`src/rtl/core/md5_pkg.sv`:
```
// Package for the MD5 digest unit: state codes, controller commands,
// round constants and the small round functions. Depends on nothing.
package md5_pkg;

  localparam int unsigned WordW  = 32;
  localparam int unsigned ByteW  = 8;
  localparam int unsigned CountW = 64;
  localparam int unsigned Words  = 16;
  localparam int unsigned Rounds = 64;

  localparam logic [WordW-1:0] INIT_A = 32'h67452301;
  localparam logic [WordW-1:0] INIT_B = 32'hefcdab89;
  localparam logic [WordW-1:0] INIT_C = 32'h98badcfe;
  localparam logic [WordW-1:0] INIT_D = 32'h10325476;
  localparam logic [ByteW-1:0] PAD_BYTE = 8'h80;

  localparam logic [WordW-1:0] K_TABLE [Rounds] = '{
    32'hd76aa478, 32'he8c7b756, 32'h242070db, 32'hc1bdceee,
    32'hf57c0faf, 32'h4787c62a, 32'ha8304613, 32'hfd469501,
    32'h698098d8, 32'h8b44f7af, 32'hffff5bb1, 32'h895cd7be,
    32'h6b901122, 32'hfd987193, 32'ha679438e, 32'h49b40821,
    32'hf61e2562, 32'hc040b340, 32'h265e5a51, 32'he9b6c7aa,
    32'hd62f105d, 32'h02441453, 32'hd8a1e681, 32'he7d3fbc8,
    32'h21e1cde6, 32'hc33707d6, 32'hf4d50d87, 32'h455a14ed,
    32'ha9e3e905, 32'hfcefa3f8, 32'h676f02d9, 32'h8d2a4c8a,
    32'hfffa3942, 32'h8771f681, 32'h6d9d6122, 32'hfde5380c,
    32'ha4beea44, 32'h4bdecfa9, 32'hf6bb4b60, 32'hbebfbc70,
    32'h289b7ec6, 32'heaa127fa, 32'hd4ef3085, 32'h04881d05,
    32'hd9d4d039, 32'he6db99e5, 32'h1fa27cf8, 32'hc4ac5665,
    32'hf4292244, 32'h432aff97, 32'hab9423a7, 32'hfc93a039,
    32'h655b59c3, 32'h8f0ccc92, 32'hffeff47d, 32'h85845dd1,
    32'h6fa87e4f, 32'hfe2ce6e0, 32'ha3014314, 32'h4e0811a1,
    32'hf7537e82, 32'hbd3af235, 32'h2ad7d2bb, 32'heb86d391
  };

  localparam logic [4:0] ROT_TABLE [16] = '{
    5'd7, 5'd12, 5'd17, 5'd22, 5'd5, 5'd9, 5'd14, 5'd20,
    5'd4, 5'd11, 5'd16, 5'd23, 5'd6, 5'd10, 5'd15, 5'd21
  };

  typedef enum logic [2:0] {
    S_IDLE,
    S_PAD,
    S_LEN,
    S_ROUND,
    S_FOLD,
    S_OUT
  } md5_state_t;

  // Where the controller goes once a compression has been folded in.
  typedef enum logic [1:0] {
    AFT_IDLE,
    AFT_PAD,
    AFT_LEN,
    AFT_OUT
  } md5_after_t;

  typedef struct packed {
    logic       absorb;
    logic       pad;
    logic       put_len;
    logic       clr_len;
    logic       start;
    logic       round;
    logic [5:0] rnd;
    logic       fold;
    logic       clr_msg;
    logic [1:0] out_idx;
  } md5_cmd_t;

  typedef struct packed {
    logic blk_end;
    logic pad_two;
  } md5_stat_t;

  function automatic logic [3:0] msg_idx(input logic [5:0] rnd);
    logic [3:0] r;
    logic [3:0] idx;
    r = rnd[3:0];
    case (rnd[5:4])
      2'd0:    idx = r;
      2'd1:    idx = 4'(r * 4'd5 + 4'd1);
      2'd2:    idx = 4'(r * 4'd3 + 4'd5);
      default: idx = 4'(r * 4'd7);
    endcase
    return idx;
  endfunction

  function automatic logic [WordW-1:0] round_f(input logic [1:0] grp,
                                               input logic [WordW-1:0] b,
                                               input logic [WordW-1:0] c,
                                               input logic [WordW-1:0] d);
    logic [WordW-1:0] f;
    case (grp)
      2'd0:    f = (b & c) | (~b & d);
      2'd1:    f = (b & d) | (c & ~d);
      2'd2:    f = b ^ c ^ d;
      default: f = c ^ (b | ~d);
    endcase
    return f;
  endfunction

  function automatic logic [WordW-1:0] rotl(input logic [WordW-1:0] v,
                                            input logic [4:0] s);
    logic [2*WordW-1:0] dbl;
    dbl = {v, v} << s;
    return dbl[2*WordW-1:WordW];
  endfunction

endpackage

```
`src/rtl/core/md5_in_if.sv`:
```
// Input channel of the MD5 digest unit: one message byte or end marker per item.
// Stand-alone; no package needed.
interface md5_in_if;
  logic       valid;
  logic       ready;
  logic [7:0] data_byte;
  logic       byte_valid;
  logic       last;

  modport source (output valid, output data_byte, output byte_valid, output last,
                  input ready);
  modport sink (input valid, input data_byte, input byte_valid, input last,
                output ready);
endinterface

```
`src/rtl/core/md5_out_if.sv`:
```
// Result channel of the MD5 digest unit: one 32-bit digest word per item.
// Stand-alone; no package needed.
interface md5_out_if;
  logic        valid;
  logic        ready;
  logic [31:0] digest_word;
  logic [1:0]  word_index;
  logic        last_word;

  modport source (output valid, output digest_word, output word_index,
                  output last_word, input ready);
  modport sink (input valid, input digest_word, input word_index, input last_word,
                output ready);
endinterface

```
`src/rtl/core/md5_message_digest_unit.sv`:
```
// Top level of the MD5 digest unit: joins the controller and the datapath
// to the input and result channels. Depends on md5_pkg, md5_in_if, md5_out_if.
//
// Use: message bytes enter on in_ch, one per item, with byte_valid high.
// An item with last high ends the message; it may carry a final byte or,
// with byte_valid low, be a bare end marker. Four items then leave on
// out_ch: the chaining words A, B, C, D with word_index 0..3, the low byte
// of each word first in the digest, last_word high on the fourth.
// Throughput: an item that does not complete a 64-byte block is taken as
// soon as it is offered. The item that completes a block holds in_ch.ready
// low while the shared round unit runs 64 rounds, one per cycle, and the
// chaining words are updated. After last come a padding step and a
// compression, then a length step and a second compression when fewer
// than nine bytes of room remain in the block; the first digest word is
// then offered, and the digest drains as out_ch takes each word.
// in_ch.ready is low from the end of a message until the fourth digest word
// is taken, so a stalled receiver simply holds the block with its current
// word on out_ch. After that word the unit restarts with the initial
// chaining values and a zero bit count. Synchronous reset does the same
// and leaves no result pending.
module md5_message_digest_unit (
  input logic        clk,
  input logic        rst_n,
  md5_in_if.sink     in_ch,
  md5_out_if.source  out_ch
);
  import md5_pkg::*;

  md5_cmd_t  cmd;
  md5_stat_t stat;

  md5_ctrl u_ctrl (
    .clk           (clk),
    .rst_n         (rst_n),
    .in_valid      (in_ch.valid),
    .in_byte_valid (in_ch.byte_valid),
    .in_last       (in_ch.last),
    .in_ready      (in_ch.ready),
    .out_valid     (out_ch.valid),
    .out_ready     (out_ch.ready),
    .stat          (stat),
    .cmd           (cmd)
  );

  md5_dp u_dp (
    .clk             (clk),
    .rst_n           (rst_n),
    .cmd             (cmd),
    .in_data_byte    (in_ch.data_byte),
    .stat            (stat),
    .out_digest_word (out_ch.digest_word)
  );

  // The word index is the controller's output counter.
  assign out_ch.word_index = cmd.out_idx;
  assign out_ch.last_word  = (cmd.out_idx == 2'd3);

endmodule

```
`src/rtl/core/md5_ctrl.sv`:
```
// Controller of the MD5 digest unit: sequences absorb, padding, the 64 rounds
// and digest output. Depends on md5_pkg.
module md5_ctrl (
  input  logic              clk,
  input  logic              rst_n,
  input  logic              in_valid,
  input  logic              in_byte_valid,
  input  logic              in_last,
  output logic              in_ready,
  output logic              out_valid,
  input  logic              out_ready,
  input  md5_pkg::md5_stat_t stat,
  output md5_pkg::md5_cmd_t  cmd
);
  import md5_pkg::*;

  md5_state_t state_r, state_nxt;
  md5_after_t after_r, after_nxt;
  logic [5:0] rnd_r, rnd_nxt;
  logic [1:0] idx_r, idx_nxt;

  always_ff @(posedge clk) begin
    if (!rst_n) begin
      state_r <= S_IDLE;
      after_r <= AFT_IDLE;
      rnd_r   <= '0;
      idx_r   <= '0;
    end else begin
      state_r <= state_nxt;
      after_r <= after_nxt;
      rnd_r   <= rnd_nxt;
      idx_r   <= idx_nxt;
    end
  end

  always_comb begin
    state_nxt   = state_r;
    after_nxt   = after_r;
    rnd_nxt     = rnd_r;
    idx_nxt     = idx_r;
    cmd         = '0;
    cmd.rnd     = rnd_r;
    cmd.out_idx = idx_r;
    in_ready    = (state_r == S_IDLE);
    out_valid   = (state_r == S_OUT);
    unique case (state_r)
      S_IDLE: begin
        if (in_valid) begin
          cmd.absorb = in_byte_valid;
          if (in_byte_valid && stat.blk_end) begin
            // This byte fills the block: compress before anything else.
            cmd.start = 1'b1;
            state_nxt = S_ROUND;
            after_nxt = in_last ? AFT_PAD : AFT_IDLE;
          end else if (in_last) begin
            state_nxt = S_PAD;
          end
        end
      end
      S_PAD: begin
        cmd.pad     = 1'b1;
        cmd.put_len = !stat.pad_two;
        cmd.start   = 1'b1;
        after_nxt   = stat.pad_two ? AFT_LEN : AFT_OUT;
        state_nxt   = S_ROUND;
      end
      S_LEN: begin
        cmd.clr_len = 1'b1;
        cmd.start   = 1'b1;
        after_nxt   = AFT_OUT;
        state_nxt   = S_ROUND;
      end
      S_ROUND: begin
        cmd.round = 1'b1;
        rnd_nxt   = rnd_r + 6'd1;
        if (rnd_r == 6'(Rounds - 1)) begin
          state_nxt = S_FOLD;
        end
      end
      S_FOLD: begin
        cmd.fold = 1'b1;
        unique case (after_r)
          AFT_IDLE: state_nxt = S_IDLE;
          AFT_PAD:  state_nxt = S_PAD;
          AFT_LEN:  state_nxt = S_LEN;
          AFT_OUT:  state_nxt = S_OUT;
          default:  state_nxt = S_IDLE;
        endcase
      end
      S_OUT: begin
        if (out_ready) begin
          idx_nxt = idx_r + 2'd1;
          if (idx_r == 2'd3) begin
            cmd.clr_msg = 1'b1;
            state_nxt   = S_IDLE;
          end
        end
      end
      default: state_nxt = S_IDLE;
    endcase
  end

`ifndef ASSERT_OFF
  a_rnd_idle: assert property (@(posedge clk) disable iff (!rst_n)
    state_r != S_ROUND |-> rnd_r == 6'd0)
    else $error("round counter left nonzero outside the round loop");

  a_no_overlap: assert property (@(posedge clk) disable iff (!rst_n)
    !(in_ready && out_valid))
    else $error("input taken while a digest is being delivered");

  a_out_done: assert property (@(posedge clk) disable iff (!rst_n)
    out_valid && out_ready && idx_r == 2'd3 |=> state_r == S_IDLE && idx_r == 2'd0)
    else $error("controller did not return to idle after the final digest word");

  a_out_start: assert property (@(posedge clk) disable iff (!rst_n)
    state_r == S_FOLD && after_r == AFT_OUT |=> out_valid && idx_r == 2'd0)
    else $error("digest output did not start at word zero");
`endif

endmodule

```
`src/rtl/core/md5_dp.sv`:
```
// Datapath of the MD5 digest unit: block buffer, bit count, chaining words
// and the single round unit. Depends on md5_pkg.
module md5_dp (
  input  logic              clk,
  input  logic              rst_n,
  input  md5_pkg::md5_cmd_t  cmd,
  input  logic [7:0]        in_data_byte,
  output md5_pkg::md5_stat_t stat,
  output logic [31:0]       out_digest_word
);
  import md5_pkg::*;

  logic [WordW-1:0]  chain_r [4];
  logic [WordW-1:0]  block_r [Words];
  logic [WordW-1:0]  block_nxt [Words];
  logic [CountW-1:0] bit_count_r;
  logic [WordW-1:0]  a_r, b_r, c_r, d_r;
  logic [5:0]        pos;
  logic [3:0]        pos_w;
  logic [1:0]        pos_l;
  logic [WordW-1:0]  sum;
  logic [WordW-1:0]  b_new;

  assign pos   = bit_count_r[8:3];
  assign pos_w = pos[5:2];
  assign pos_l = pos[1:0];

  assign stat.blk_end = (pos == 6'd63);
  assign stat.pad_two = (pos[5:3] == 3'b111);

  assign out_digest_word = chain_r[cmd.out_idx];

  // One round: the four-input add, then the rotate and the add of b.
  assign sum   = a_r + round_f(cmd.rnd[5:4], b_r, c_r, d_r) + K_TABLE[cmd.rnd]
                 + block_r[msg_idx(cmd.rnd)];
  assign b_new = b_r + rotl(sum, ROT_TABLE[{cmd.rnd[5:4], cmd.rnd[1:0]}]);

  always_ff @(posedge clk) begin
    if (!rst_n || cmd.clr_msg) begin
      chain_r[0]  <= INIT_A;
      chain_r[1]  <= INIT_B;
      chain_r[2]  <= INIT_C;
      chain_r[3]  <= INIT_D;
      bit_count_r <= '0;
    end else begin
      if (cmd.fold) begin
        chain_r[0] <= chain_r[0] + a_r;
        chain_r[1] <= chain_r[1] + b_r;
        chain_r[2] <= chain_r[2] + c_r;
        chain_r[3] <= chain_r[3] + d_r;
      end
      if (cmd.absorb) begin
        bit_count_r <= bit_count_r + CountW'(8);
      end
    end
  end

  always_ff @(posedge clk) begin
    if (cmd.start) begin
      a_r <= chain_r[0];
      b_r <= chain_r[1];
      c_r <= chain_r[2];
      d_r <= chain_r[3];
    end else if (cmd.round) begin
      a_r <= d_r;
      b_r <= b_new;
      c_r <= b_r;
      d_r <= c_r;
    end
  end

  always_comb begin
    for (int w = 0; w < Words; w++) begin
      block_nxt[w] = block_r[w];
      if (cmd.clr_len) begin
        block_nxt[w] = '0;
      end
      if (cmd.pad) begin
        if (4'(w) > pos_w) begin
          block_nxt[w] = '0;
        end else if (4'(w) == pos_w) begin
          for (int l = 0; l < 4; l++) begin
            if (2'(l) == pos_l) begin
              block_nxt[w][8*l +: 8] = PAD_BYTE;
            end else if (2'(l) > pos_l) begin
              block_nxt[w][8*l +: 8] = '0;
            end
          end
        end
      end
    end
    if (cmd.absorb) begin
      block_nxt[pos_w][8*pos_l +: 8] = in_data_byte;
    end
    if (cmd.put_len || cmd.clr_len) begin
      block_nxt[Words-2] = bit_count_r[WordW-1:0];
      block_nxt[Words-1] = bit_count_r[CountW-1:WordW];
    end
  end

  always_ff @(posedge clk) begin
    for (int w = 0; w < Words; w++) begin
      block_r[w] <= block_nxt[w];
    end
  end

endmodule

```
`src/flat_wrapper.sv`:
```
// flat-port wrapper written by rule: the top's interface ports become plain ports
module md5_message_digest_unit_flat import md5_pkg::*;
  (clk, rst_n, in_ch_valid, in_ch_data_byte, in_ch_byte_valid, in_ch_last, in_ch_ready, out_ch_valid, out_ch_digest_word, out_ch_word_index, out_ch_last_word, out_ch_ready);
  md5_in_if in_ch_i ();
  md5_out_if out_ch_i ();
  input logic clk;
  input logic rst_n;
  input wire logic [$bits(in_ch_i.valid)-1:0] in_ch_valid;
  input wire logic [$bits(in_ch_i.data_byte)-1:0] in_ch_data_byte;
  input wire logic [$bits(in_ch_i.byte_valid)-1:0] in_ch_byte_valid;
  input wire logic [$bits(in_ch_i.last)-1:0] in_ch_last;
  output wire logic [$bits(in_ch_i.ready)-1:0] in_ch_ready;
  output wire logic [$bits(out_ch_i.valid)-1:0] out_ch_valid;
  output wire logic [$bits(out_ch_i.digest_word)-1:0] out_ch_digest_word;
  output wire logic [$bits(out_ch_i.word_index)-1:0] out_ch_word_index;
  output wire logic [$bits(out_ch_i.last_word)-1:0] out_ch_last_word;
  input wire logic [$bits(out_ch_i.ready)-1:0] out_ch_ready;
  assign in_ch_i.valid = in_ch_valid;
  assign in_ch_i.data_byte = in_ch_data_byte;
  assign in_ch_i.byte_valid = in_ch_byte_valid;
  assign in_ch_i.last = in_ch_last;
  assign in_ch_ready = in_ch_i.ready;
  assign out_ch_valid = out_ch_i.valid;
  assign out_ch_digest_word = out_ch_i.digest_word;
  assign out_ch_word_index = out_ch_i.word_index;
  assign out_ch_last_word = out_ch_i.last_word;
  assign out_ch_i.ready = out_ch_ready;
  md5_message_digest_unit u_core (.clk(clk), .rst_n(rst_n), .in_ch(in_ch_i), .out_ch(out_ch_i));
endmodule
```
`config.mk`:
```
export PLATFORM = sky130hd
export DESIGN_NAME = md5_message_digest_unit_flat
export DESIGN_NICKNAME = d
export VERILOG_FILES = /design/src/rtl/core/md5_pkg.sv /design/src/rtl/core/md5_in_if.sv /design/src/rtl/core/md5_out_if.sv /design/src/rtl/core/md5_message_digest_unit.sv /design/src/rtl/core/md5_ctrl.sv /design/src/rtl/core/md5_dp.sv /design/src/flat_wrapper.sv
export SDC_FILE = /design/constraint.sdc
export NUM_CORES = 2
export LEC_CHECK = 0
export ABC_AREA = 0
export BUFFER_PORTS_ARGS = -buffer_cell sky130_fd_sc_hd__buf_2
export CORE_MARGIN = 2
export CORE_UTILIZATION = 30
export DETAILED_ROUTE_END_ITERATION = 7
export PLACE_DENSITY = 0.56
export SLEW_MARGIN = 30
export SYNTH_ARGS = -nofsm -noshare
export SYNTH_HDL_FRONTEND = slang
export SYNTH_HIERARCHICAL = 1
export SYNTH_SLANG_ARGS = --single-unit
export TNS_END_PERCENT = 1
```
`constraint.sdc`:
```
create_clock -name clk -period 21.1 [get_ports clk]
set_input_delay 2.11 -clock clk [delete_from_list [all_inputs] [get_ports clk]]
set_output_delay 2.11 -clock clk [all_outputs]
set_load 0.1 [all_outputs]
```
# --- Yosys cells after proc, flatten, opt, wreduce, memory -nomap -nowiden ---
# Memory sizes are Yosys's and may differ from the RTL's. A register that Yosys moved wholly into a read port is not among the register bits.
# Cells that the tools add are included.
totals:
  latchBits: 0
  elab_cells: 378
  reg_bits: 205
  mem_count: 4
  mem_bits_rw: 640
  romBits: 2128
  out_inout_bits: 37
op_classes:
  n_reduce_logical: 17
  magnitude_cmp: 24
  n_div: 0
  n_eq_ne: 38
  n_shift: 3
  n_bitwise: 19
  mul: 3
  mux: 247
  addsub: 14
mem_list:
  columns: ["memory", "words", "width", "read_ports", "rd_clocked_by_memory_dff", "write_ports", "line", "source"]
  rows:
  - ["(name not given)", 64, 32, 1, 0, 0, "md5_dp.sv:34", "assign sum = a_r + round_f(cmd.rnd[5:4], b_r, c_r, d_r) + K_TABLE[cmd.rnd]"]
  - ["u_core.u_dp.block_r", 16, 32, 17, 0, 16, "md5_dp.sv:14", "logic [WordW-1:0] block_r [Words];"]
  - ["u_core.u_dp.chain_r", 4, 32, 5, 1, 4, "md5_dp.sv:13", "logic [WordW-1:0] chain_r [4];"]
  - ["(name not given)", 16, 5, 1, 0, 0, "md5_dp.sv:36", "assign b_new = b_r + rotl(sum, ROT_TABLE[{cmd.rnd[5:4], cmd.rnd[1:0]}]);"]
ops:
  columns: ["cell", "n"]
  rows:
  - ["2-to-1 mux 32 bit", 79]
  - ["2-to-1 mux 8 bit", 128]
  - ["bitwise mux 512 bit", 1]
  - ["2-to-1 mux 512 bit", 1]
  - ["adder 32 bit", 8]
  - ["AND 32 bit", 4]
  - ["demux 32 bit (select 4 bit)", 1]
  - ["OR 32 bit", 3]
  - ["case mux 32 bit (3 select lines)", 1]
  - ["XOR 32 bit", 3]
  - ["adder 64 x 4 -> 64 bit (second input constant)", 1]
  - ["2-to-1 mux 64 bit", 1]
  - ["NOT 32 bit", 2]
  - ["left shift 64 x 5 -> 64 bit", 1]
  - ["negation 5 -> 34 bit", 1]
  - ["variable shift 8 x 34 -> 32 bit (first input constant)", 1]
  - ["indexed part select 8 x 34 -> 32 bit", 1]
  - ["== test 4 bit (first input constant)", 8]
  - ["greater-than comparator 4 bit (first input constant)", 8]
  - ["2-to-1 mux 3 bit", 6]
  - ["2-to-1 mux 1 bit", 17]
  - ["== test 3 x 4 -> 1 bit (first input constant)", 4]
  - ["greater-than comparator 3 x 4 -> 1 bit (first input constant)", 4]
  - ["case mux 3 bit (5 select lines)", 1]
  - ["other kinds (47)", 80]

# --- Logic depth before layout (Yosys ltp) ---
depth:
  depth_word: 11
  mapped_depth: 45
  mapped_depth_nobuf: 40

# --- Cells and area by module ---
# Netlist, hierarchy kept.
by_module_without_submodules:
  columns: ["mod", "cells_each", "seq_area_each_um2", "n_inst", "area_each_um2"]
  rows:
  - ["md5_dp", 5853, 19158.4, 1, 53616.4]
  - ["md5_ctrl", 83, 260.2, 1, 726.9]
  - ["md5_message_digest_unit", 1, 0.0, 1, 6.3]

# --- Least setup slack after synthesis ---
# Ideal clock, no wire load.
synth_path:
  kind: "reg2reg"
  start: "register u_core.u_ctrl.rnd_r[2]"
  end: "register u_core.u_dp.b_r[18] (data pin)"
  setup_slack_ns: 10.555
  path_stages_with_launch: 43
  t_arrival_ns: 10.272
  path_buffers: 5
  synth_period_minus_slack_ns: 10.545
  required_ns: 20.827
  cell_sequence: "dfxtp_1 > buf_2 > clkbuf_1 > inv_1 > clkbuf_1 > buf_1 > ha_1 > fa_1 > xnor2_1 > xnor2_1 > a22o_1 > a211oi_2 > clkbuf_1 > mux2_2 > o21ai_0 > fa_1 > inv_1 > ha_1 > [7 not listed] > nor2_1 > mux4_2 > and2_0 > a31oi_1 > a21o_1 > o21ai_0 > ha_1 > fa_1 > a21o_1 > a21oi_1 > o21bai_1 > a2111oi_0 > o21ai_0 > a21o_1 > or2_2 > a31o_2 > a211oi_1 > o31ai_1"
synth_via:
  elab_chain_len: 10
  elab_cells_between_ends: 17
  cone_classes: "5 x add/sub; 3 x mul; 1 x shift; 5 x mux; 1 x bitwise; 2 x memory"
synth_rtl:
  columns: ["item", "line", "source"]
  rows:
  - ["from (decl)", "md5_ctrl.sv:19", "logic [5:0] rnd_r, rnd_nxt;"]
  - ["from (signal assigned)", "md5_ctrl.sv:31", "rnd_r <= rnd_nxt;"]
  - ["parallel branches: the longest is 5 deep, another holds memory read (16 x 32 bit)", null, null]
  - ["adder 32 bit *", "md5_dp.sv:35", "+ block_r[msg_idx(cmd.rnd)];"]
  - ["left shift 64 x 5 -> 64 bit *", "md5_pkg.sv:106", "dbl = {v, v} << s;"]
  - ["adder 32 bit *", "md5_dp.sv:36", null]
  - ["2-to-1 mux 32 bit *", "md5_dp.sv:64", "end else if (cmd.round) begin"]
  - ["2-to-1 mux 32 bit *", "md5_dp.sv:59", "if (cmd.start) begin"]
  - ["to (signal assigned)", "md5_dp.sv:61", "b_r <= chain_r[1];"]
  - ["to (signal assigned)", "md5_dp.sv:66", "b_r <= b_new;"]
  - ["to (decl)", "md5_dp.sv:17", "logic [WordW-1:0] a_r, b_r, c_r, d_r;"]
# Every way passes the cells marked *. The select of a mux whose other input is x is not followed.
# A chain may end at the register's enable or synchronous reset.

# --- Worst setup path after layout ---
layout_path:
  start: "register u_core.u_ctrl.rnd_r[0]"
  end: "register u_core.u_dp.b_r[31] (data pin)"
layout_via:
  elab_chain_len: 10
  elab_cells_between_ends: 21
  cone_classes: "5 x add/sub; 3 x mul; 1 x shift; 7 x mux; 2 x bitwise; 3 x memory"
layout_rtl:
  columns: ["item", "line"]
  rows:
  - ["parallel branches: the longest is 6 deep, another holds memory read (16 x 32 bit)", null]
  - ["left shift 64 x 5 -> 64 bit *", "md5_pkg.sv:106"]
  - ["adder 32 bit *", "md5_dp.sv:36"]
  - ["2-to-1 mux 32 bit *", "md5_dp.sv:64"]
  - ["2-to-1 mux 32 bit *", "md5_dp.sv:59"]
# Marks and branches as above.

==> flow_summary.ini <==
[cts]
numCtsBuffers = 97
clkLatencyLatePin_ns = 0.77
cts_resized = 0
cts_hold_buffers = 0
clkTransAtPathRegs_ns = 0.06
cts_tree = done
cts_buffer_depth = 3
cts_root_buffer = clkbuf_16
htree_num_levels = 3
post_cts.repair.setup_buffers = 0
numClockSinks = 842

[floorplan]
core_area_um2 = 180000
io-pin-count = 51
start_util_pct = 30.1
die_h_um = 430
die-area_um2 = 185000
die_width_um = 430
std_cell_rows = 156

[global_routing]
grt_pass1_wl_um = 312000
grt_overflow = 0
grt_pass1_vias = 46300
grt_usage_pct = 22.2
grt_max_degree = 121
antenna_found_initial = 8

[detailed_routing]
wl_um = 212000
vias = 48800
via_per_inst = 5.88
ant_nets = 0
drc = 0
wire_per_inst_um = 25.5
dr.pass1.iters = 8
drt-initial-drc-count = 5567

[outcome]
status = finished clean

[power]
power.total_mw = 7.69
peakVddDrop_mv = 0.0919
p_per_area_nw_per_um2 = 127
leakage_nw = 22.7

[sta]
hold_slack_ns = 0.466
fin_crit_ns = 12.76
worstMarginPinSlew_ns = 1.12
rsz0062_at_grt = false
min_period_over_period_pct = 60.5
fin_setup_tns_ns = 0
skew_ns = 0.0733
hold_violations = 0
finalMaxSlewViolations = 0
fmax_mhz = 78.4
setup_viol = 0
relSlewSlack_pct = 25.4

[logic_synthesis]
synth-compound-area-share_pct = 23.6
synth_seq_cells = 842
synth-adder-area-share_pct = 7.49
yosysMostFrequentCell = nand2_1
synth_nets = 6235
synth_top_area_cell = dfxtp_1
yosysTopAreaCellShare_pct = 21.6
synth_area_um2 = 54300
synthTopCellsByCount = nand2_1 (595), dfxtp_1 (586), a21oi_1 (515)
ys_types = 94
synth-seq-area-share_pct = 35.7
syn_inst = 5937
netlist_top_cells_area = dfxtp_1 (22%), edfxtp_1 (14%), mux4_2 (6.8%)
synth_edf_count = 256
synth-simple-area-share_pct = 14.5
synth_flop_cell = dfxtp_1
synth_top_family_by_area = compound AO/OA/AOI/OAI gates
synth_mux_area_share_pct = 11.6
yosysWarnings = 6
async_reset_ff_share_pct = 0
syn_avg_cell_area_um2 = 9.15
synth_xor_area_share_pct = 3.09

[hold_path]
hold_path_class = register to register

[finish]
final_core_util_pct = 33.6
instances_no_fill = 8300
syn2layout_area_growth_pct = 11.5
num-fill-cells = 18500
drive_above_1_share_pct = 11.9
nets = 6147

[worst_setup_path]
path_class = register to register
cp_max_fo = 54
cp_slowest_cell = buf_4
startpoint_type = register
cp.required_ns = 21.71
slowest_delay_ns = 0.84
cp.arrival_ns = 13.37
cp-end-kind = register
critPathBufInv = 5
crit_family = compound AO/OA/AOI/OAI gates

[run]
cap_violations = 0

[place]
dp_cells = 8120
gp_congestion = 1.02
numPortBuffers = 50
hpwl_um = 154000
registers in the layout, indices dropped and copies added, names as in the netlist:
name	cells
u_core/u_ctrl/after_r	2
u_core/u_ctrl/idx_r	2
u_core/u_ctrl/rnd_r	6
u_core/u_ctrl/state_r	3
u_core/u_dp/a_r	32
u_core/u_dp/b_r	32
u_core/u_dp/bit_count_r	61
u_core/u_dp/block_r	512
u_core/u_dp/c_r	32
u_core/u_dp/chain_r	128
u_core/u_dp/d_r	32
routing by layer:
metal,GRT usage (%),vias to the layer above,part of all wire (%)
met5,0,-,0.027
met4,11.0,8,5.5
met3,3.93,484,7.8
met2,33.5,2179,43
met1,30.3,24100,44
li1,-,22000,-
cell type report:
cell class	count	area, µm²	share of cell area (%)
timing repair buffer	144	968	1.60
antenna	1	2.50	0.00413
clock buffer	135	2790	4.61
tap	2370	2970	4.89
inverter	239	897	1.48
multi-input combinational	4525	33000	54.4
clock inverter	44	573	0.946
sequential	842	19400	32.1
cells in the final DEF, fill, tap and decap left out, types with 89 or more instances in the layout:
cell type,count
nand2_1,592
dfxtp_1,580
a21oi_1,512
nor2_1,475
o21ai_0,360
a22o_1,338
edfxtp_1,256
inv_1,234
ha_1,215
mux4_2,163
nor3_1,145
mux2_2,143
nand3_1,127
clkbuf_16,99
mux2i_1,98
xor2_1,96
buf_4,93
xnor2_1,89
stage by stage:
| stage | cell area [µm²] | setup WS, ns |
|---|---|---|
| global placement | 57100 | 8.81 |
| CTS | 60600 | 8.53 |
| finish | 60600 | 8.34 |
| floorplan | 54300 | 10.55 |
| detailed placement | 57200 | 8.59 |
| global route | 60600 | 7.72 |
worst paths after layout:
check                           slack (ns)                  startpoint                    endpoint  cells after the start
worst min register to register        0.47  u_core/u_dp/block_r[4][12]  u_core/u_dp/block_r[4][12]                      1
worst max-delay path                  8.34      u_core/u_ctrl/rnd_r[0]         u_core/u_dp/b_r[31]                     36
worst max register to register        8.34      u_core/u_ctrl/rnd_r[0]         u_core/u_dp/b_r[31]                     36
worst min-delay path                  0.47  u_core/u_dp/block_r[4][12]  u_core/u_dp/block_r[4][12]                      1
kinds of logic after synthesis:
family | after synthesis
AO/OA/AOI/OAI | 1916
AND/OR/NAND/NOR | 1730
flip-flops | 842
buffers and inverters | 570
multiplexers | 406
adder cells (fa/ha/maj) | 284
XOR/XNOR | 189
power by group:
part           switching (mW)  internal (mW)  total [mW]  leakage [nW]
logic                    2.41           1.52        3.92          14.1
clock network           0.757           1.03        1.79          1.64
registers               0.161           1.82        1.98          7.02
Power figures use the tool's default switching activity.
